===== src/design/gha_pkg.sv =====
package gha_pkg;

  localparam int unsigned BLOCK_W   = 128;
  localparam int unsigned WORD_W    = 64;
  localparam int unsigned DIGIT_W   = 4;
  localparam int unsigned NUM_STEPS = BLOCK_W / DIGIT_W;
  localparam int unsigned STEP_W    = $clog2(NUM_STEPS);

  localparam logic [BLOCK_W-1:0] GF_REDUCE = {8'he1, 120'd0};

  localparam logic CMD_ABSORB  = 1'b0;
  localparam logic CMD_RESTART = 1'b1;

  localparam logic REG_KEY_HI = 1'b0;
  localparam logic REG_KEY_LO = 1'b1;

  typedef struct packed {
    logic load;    // start multiply: X = Y ^ masked block, V = H, R = 0
    logic clear;   // Y = 0
    logic step;    // one nibble of the multiply
    logic commit;  // last nibble, Y = R
  } dp_cmd_t;

endpackage


===== src/design/gha_ctrl.sv =====
module gha_ctrl (
  input  logic               clk,
  input  logic               rst,
  input  logic               in_valid,
  output logic               in_stall,
  input  logic               cmd,
  input  logic [4:0]         byte_count,
  output logic               out_valid,
  input  logic               out_stall,
  output gha_pkg::dp_cmd_t   dp_cmd
);

  typedef enum logic [1:0] {
    ST_IDLE,
    ST_MULT,
    ST_DONE
  } state_t;

  state_t                     state;
  logic [gha_pkg::STEP_W-1:0] cnt;
  logic                       in_xfer;
  logic                       do_mult;
  logic                       last_step;

  assign in_stall  = (state != ST_IDLE);
  assign out_valid = (state == ST_DONE);
  assign in_xfer   = in_valid && !in_stall;
  assign do_mult   = (cmd == gha_pkg::CMD_ABSORB) && (byte_count != 5'd0);
  assign last_step = (cnt == gha_pkg::STEP_W'(gha_pkg::NUM_STEPS - 1));

  always_comb begin
    dp_cmd.load   = in_xfer && do_mult;
    dp_cmd.clear  = in_xfer && (cmd == gha_pkg::CMD_RESTART);
    dp_cmd.step   = (state == ST_MULT);
    dp_cmd.commit = (state == ST_MULT) && last_step;
  end

  always_ff @(posedge clk) begin
    if (rst) begin
      state <= ST_IDLE;
      cnt   <= '0;
    end else begin
      unique case (state)
        ST_IDLE: begin
          if (in_xfer) begin
            cnt   <= '0;
            state <= do_mult ? ST_MULT : ST_DONE;
          end
        end
        ST_MULT: begin
          cnt <= cnt + 1'b1;
          if (last_step) begin
            state <= ST_DONE;
          end
        end
        ST_DONE: begin
          if (!out_stall) begin
            state <= ST_IDLE;
          end
        end
        default: begin
          state <= ST_IDLE;
        end
      endcase
    end
  end

endmodule


===== src/design/gha_dpath.sv =====
module gha_dpath (
  input  logic                        clk,
  input  logic                        rst,
  input  logic                        cfg_we,
  input  logic                        cfg_index,
  input  logic [gha_pkg::WORD_W-1:0]  cfg_data,
  input  logic [gha_pkg::WORD_W-1:0]  data_hi,
  input  logic [gha_pkg::WORD_W-1:0]  data_lo,
  input  logic [4:0]                  byte_count,
  input  gha_pkg::dp_cmd_t            dp_cmd,
  output logic [gha_pkg::WORD_W-1:0]  hash_hi,
  output logic [gha_pkg::WORD_W-1:0]  hash_lo
);

  localparam int unsigned BW = gha_pkg::BLOCK_W;

  logic [gha_pkg::WORD_W-1:0] key_hi;
  logic [gha_pkg::WORD_W-1:0] key_lo;
  logic [BW-1:0]              acc;
  logic [BW-1:0]              x;
  logic [BW-1:0]              v;
  logic [BW-1:0]              r;
  logic [BW-1:0]              v_next;
  logic [BW-1:0]              r_next;
  logic [BW-1:0]              byte_mask;
  logic [4:0]                 n_sat;

  // Keep leading bytes only; counts above sixteen use the whole block.
  assign n_sat = (byte_count > 5'd16) ? 5'd16 : byte_count;

  always_comb begin
    for (int b = 0; b < 16; b++) begin
      byte_mask[BW-1-8*b -: 8] = (5'(b) < n_sat) ? 8'hff : 8'h00;
    end
  end

  // Four bit-serial steps, most significant bit of X first.
  always_comb begin
    logic [BW-1:0] vt;
    logic [BW-1:0] rt;
    vt = v;
    rt = r;
    for (int j = 0; j < gha_pkg::DIGIT_W; j++) begin
      if (x[BW-1-j]) begin
        rt = rt ^ vt;
      end
      vt = vt[0] ? ((vt >> 1) ^ gha_pkg::GF_REDUCE) : (vt >> 1);
    end
    v_next = vt;
    r_next = rt;
  end

  always_ff @(posedge clk) begin
    if (rst) begin
      key_hi <= '0;
      key_lo <= '0;
    end else if (cfg_we) begin
      if (cfg_index == gha_pkg::REG_KEY_HI) begin
        key_hi <= cfg_data;
      end else begin
        key_lo <= cfg_data;
      end
    end
  end

  always_ff @(posedge clk) begin
    if (rst) begin
      acc <= '0;
    end else if (dp_cmd.clear) begin
      acc <= '0;
    end else if (dp_cmd.commit) begin
      acc <= r_next;
    end
  end

  always_ff @(posedge clk) begin
    if (dp_cmd.load) begin
      x <= acc ^ ({data_hi, data_lo} & byte_mask);
      v <= {key_hi, key_lo};
      r <= '0;
    end else if (dp_cmd.step) begin
      x <= x << gha_pkg::DIGIT_W;
      v <= v_next;
      r <= r_next;
    end
  end

  assign hash_hi = acc[BW-1 -: gha_pkg::WORD_W];
  assign hash_lo = acc[gha_pkg::WORD_W-1:0];

endmodule


===== src/design/ghash_accumulator.sv =====
// GHASH accumulator, Y = (Y ^ block) * H in GF(2^128), one nibble of X per cycle.
// Absorb: result offered once the multiply has stepped through all nibbles of X.
// Restart or zero byte count: result offered in the cycle after the input transfer.
// Next input accepted the cycle after the result transfer, so blocks do not overlap.
// Synchronous reset clears the accumulator and both key words.
module ghash_accumulator (
  input  logic                        clk,
  input  logic                        rst,
  input  logic                        cfg_we,
  input  logic                        cfg_index,
  input  logic [gha_pkg::WORD_W-1:0]  cfg_data,
  input  logic                        in_valid,
  output logic                        in_stall,
  input  logic                        cmd,
  input  logic [gha_pkg::WORD_W-1:0]  data_hi,
  input  logic [gha_pkg::WORD_W-1:0]  data_lo,
  input  logic [4:0]                  byte_count,
  output logic                        out_valid,
  input  logic                        out_stall,
  output logic [gha_pkg::WORD_W-1:0]  hash_hi,
  output logic [gha_pkg::WORD_W-1:0]  hash_lo
);

  gha_pkg::dp_cmd_t dp_cmd;

  gha_ctrl u_ctrl (
    .clk        (clk),
    .rst        (rst),
    .in_valid   (in_valid),
    .in_stall   (in_stall),
    .cmd        (cmd),
    .byte_count (byte_count),
    .out_valid  (out_valid),
    .out_stall  (out_stall),
    .dp_cmd     (dp_cmd)
  );

  gha_dpath u_dpath (
    .clk        (clk),
    .rst        (rst),
    .cfg_we     (cfg_we),
    .cfg_index  (cfg_index),
    .cfg_data   (cfg_data),
    .data_hi    (data_hi),
    .data_lo    (data_lo),
    .byte_count (byte_count),
    .dp_cmd     (dp_cmd),
    .hash_hi    (hash_hi),
    .hash_lo    (hash_lo)
  );

endmodule

===== config.mk =====
export PLATFORM = sky130hd
export DESIGN_NAME = ghash_accumulator
export DESIGN_NICKNAME = d
export VERILOG_FILES = /design/src/design/gha_pkg.sv /design/src/design/gha_ctrl.sv /design/src/design/gha_dpath.sv /design/src/design/ghash_accumulator.sv
export SDC_FILE = /design/constraint.sdc
export NUM_CORES = 2
export LEC_CHECK = 0
export ABC_AREA = 1
export BUFFER_PORTS_ARGS = -buffer_cell sky130_fd_sc_hd__buf_2
export CAP_MARGIN = 40
export CORE_ASPECT_RATIO = 0.6
export CORE_MARGIN = 5
export CORE_UTILIZATION = 45
export CTS_CLUSTER_SIZE = 28
export DETAILED_ROUTE_END_ITERATION = 10
export PLACE_DENSITY = 0.72
export SYNTH_ARGS = -nofsm -noshare
export SYNTH_HDL_FRONTEND = slang
export SYNTH_SLANG_ARGS = --single-unit

===== constraint.sdc =====
create_clock -name clk -period 6.1 [get_ports clk]
set_clock_uncertainty 0.05 [all_clocks]
set_input_delay 0 -clock clk [delete_from_list [all_inputs] [get_ports clk]]
set_output_delay 0 -clock clk [all_outputs]
set_load 0.02 [all_outputs]

==> out/metrics.cfg <==
[yosys]
synth_nets = 4597
yosys.area.top_type = dfxtp_1
synth_area_leaders = dfxtp_1 23%, edfxtp_1 23%, nand2_1 19%, xor2_1 9.7%, o21ai_0 5.8%
ys_types = 34
synth_area_um2 = 33300
syn_avg_cell_area_um2 = 7.59
synth.ff_latch_count = 647
yosysSeqAreaShare = 0.466
yosysWarnings = 0
yosysTopAreaCellShare = 0.235
netlist_instances = 4391

[sta]
rsz0062_at_grt = false
hold_violations = 0
drv_slew = 0
finalCritPeriodShare = 0.532
tns_ns = 0
setup_viol = 0
slew_headroom = 0.375
clock.fmax_mhz = 308
finalCriticalPeriod_ns = 3.24
tightest_slew_ns = 0.938

[hold_path]
whs_path_depth = 4
hold_class = in -> reg
hold_start = byte_count[4]
holdPathEnd = u_dpath.x[4]

[worst_setup_path]
cp_slowest_cell = buf_4
endpoint_kind = flip-flop
cpPeakStageDelay_ns = 0.68
crit_type = reg -> reg
r2r_cells = 8
crit_buf_inv = 4
cp_cell_sequence = inv_1 > nand2_1 > nor2_2 > nand3_4 > buf_4 > buf_4 > buf_4 > o21ai_0
crit_path_start_kind = flip-flop
critPathMaxFanout = 91
r2r_start = u_ctrl.state[1]
cp-startpoint = u_ctrl.state[1]
crit_top_cell = buf_4
required_ns = 6.38
r2r_end = u_dpath.x[89]
cp.arrival_ns = 3.52
reg2reg_slack_ns = 2.86
cpLargestDelayFamily = buffers and inverters

[global_routing]
grt_pass1_wl_mm = 153
grt-ovfl-total = 0
grt_pass1_vias = 27000
antenna_found_initial = 22
grt_max_degree = 144
track_usage = 0.240

[floorplanning]
io_pins = 334
die_h_um = 221
die_area_um2 = 79800
fp-row-count = 77
core_um2 = 73500
start_util = 0.453
die_x_um = 361

[clock_tree]
cts_root_buf = clkbuf_16
max-clock-path-buffers = 3
post_cts_buffers = 0
clkSinkCount = 647
path_clk_slew_ns = 0.06
clk_latency_ns = 0.62
cts_tree = done
h-tree-depth = 3
numCtsBuffers = 66

[detailed_routing]
antenna_left = 0
vias_per_cell = 5.00
first_iter_violations = 2787
vias = 29300
first_pass_iters = 8
wl_per_cell_um = 16.8
drc = 0
postRouteWirelength_mm = 98.5

[placement]
routabilityCongestion = 0.920
postPlaceCellArea_um2 = 35500
io_buffers = 333
post-dp-hpwl_mm = 68.1

[power_and_ir_drop]
power_w = 0.0129
vdd_drop_max_mv = 0.198
leakagePower_nw = 18.7
powerDensity_nw_per_um2 = 325

[layout]
fillers = 6800
layout_common_cells = 1719 x nand2_1, 391 x dfxtp_1, 385 x o21ai_0, 368 x xor2_1, 333 x buf_2
drive_above_1_share = 0.101
final_common_cell = nand2_1
fin_nets = 5004
final_util = 0.541
post-route-cell-area_um2 = 39700
area_growth_pct = 19.3

[flow_run]
cap_violations = 0

[run_status]
outcome = finished clean

==> logic make-up after synthesis <==
family	synth area share
compound gates	0.0983
xor+xnor	0.132
fa+ha+maj	0.000751
buf+inv	0.0668
flops	0.466
simple gates	0.236
==> repair_timing <==
action / CTS / global route
hold buffers: 206 / 0
endpoints found under the hold margin: 263 / 0
gates resized for setup: 0 / 0
==> routing by layer <==
| metal | vias to the layer above | track usage | wire length (um) |
|---|---|---|---|
| li1 | 14600 | - | - |
| met1 | 13500 | 0.356 | 46600 |
| met2 | 1011 | 0.347 | 40500 |
| met3 | 156 | 0.0668 | 9070 |
| met4 | 18 | 0.0596 | 2160 |
| met5 | - | 0 | 118 |
==> report_power, final <==
group / switching [W] / internal (W) / leakage, nW
registers: 0.000461 / 0.00513 / 5.65
logic: 0.00206 / 0.00122 / 12.0
clock network: 0.00179 / 0.00228 / 1.04
total: 0.00430 / 0.00863 / 18.7
==> flip-flops by register name, indices dropped and copies added, names as in the netlist <==
| signal | count |
|---|---|
| u_dpath.r | 128 |
| u_dpath.key_lo | 64 |
| u_dpath.x | 128 |
| u_ctrl.cnt | 5 |
| u_dpath.acc | 128 |
| u_dpath.key_hi | 64 |
| u_ctrl.state | 2 |
| u_dpath.v | 128 |
==> worst max-delay path by stage <==
stage	end	slack, ns	cells after the start
finish	u_dpath.x[89]	2.86	8
global route	u_dpath.x[115]	2.58	8
CTS	u_dpath.x[115]	2.89	8
detailed placement	u_dpath.x[115]	2.89	8
global placement	u_dpath.x[83]	2.97	8
floorplan	u_dpath.r[125]	1.29	11
==> Yosys cell counts <==
cell type / n
a31oi_1: 1
buf_1: 8
nand2_1: 1720
nand3_1: 50
buf_6: 15
o21ai_1: 113
a21oi_2: 1
inv_2: 9
buf_2: 75
o21ai_2: 2
nand3_4: 2
ha_1: 2
or2_2: 3
a21oi_4: 1
nor2_4: 2
o21ai_4: 1
a221oi_1: 1
nor2_1: 276
o21a_1: 5
dfxtp_1: 391
buf_4: 2
inv_1: 298
nand2_2: 1
nand3b_1: 2
nor3_1: 1
edfxtp_1: 256
o21ai_0: 385
a21oi_1: 132
o21bai_2: 1
nor2_2: 2
nand2_4: 1
clkbuf_1: 129
xnor2_1: 135
xor2_1: 368
==> layout make-up <==
| cell class | instances | area, um^2 | share of cell area |
|---|---|---|---|
| clock buffer | 95 | 1860 | 0.0469 |
| clock inverter | 27 | 267 | 0.00671 |
| tap | 987 | 1230 | 0.0311 |
| multi-input combinational | 3208 | 15600 | 0.393 |
| sequential | 647 | 15500 | 0.390 |
| timing repair buffer | 568 | 4060 | 0.102 |
| inverter | 307 | 1170 | 0.0294 |
| antenna | 14 | 35.0 | 0.000882 |
==> worst min-delay path: stages <==
cell	delay (ns)
buf_2	0.19
nand2_1	0.14
xor2_1	0.08
o21ai_0	0.17
==> through the flow <==
stage | worst slack (ns) | hold slack [ns] | instances
after floorplan | 1.29 | 0.0849 | 4391
after global placement | 2.97 | 0.197 | 5504
after detailed placement | 2.89 | 0.202 | 5510
after CTS | 2.89 | 0.00649 | 5838
after global routing | 2.58 | 0.0653 | 5845
final | 2.86 | 0.0391 | 5853
Note: power is estimated with default switching activity, not from simulation.
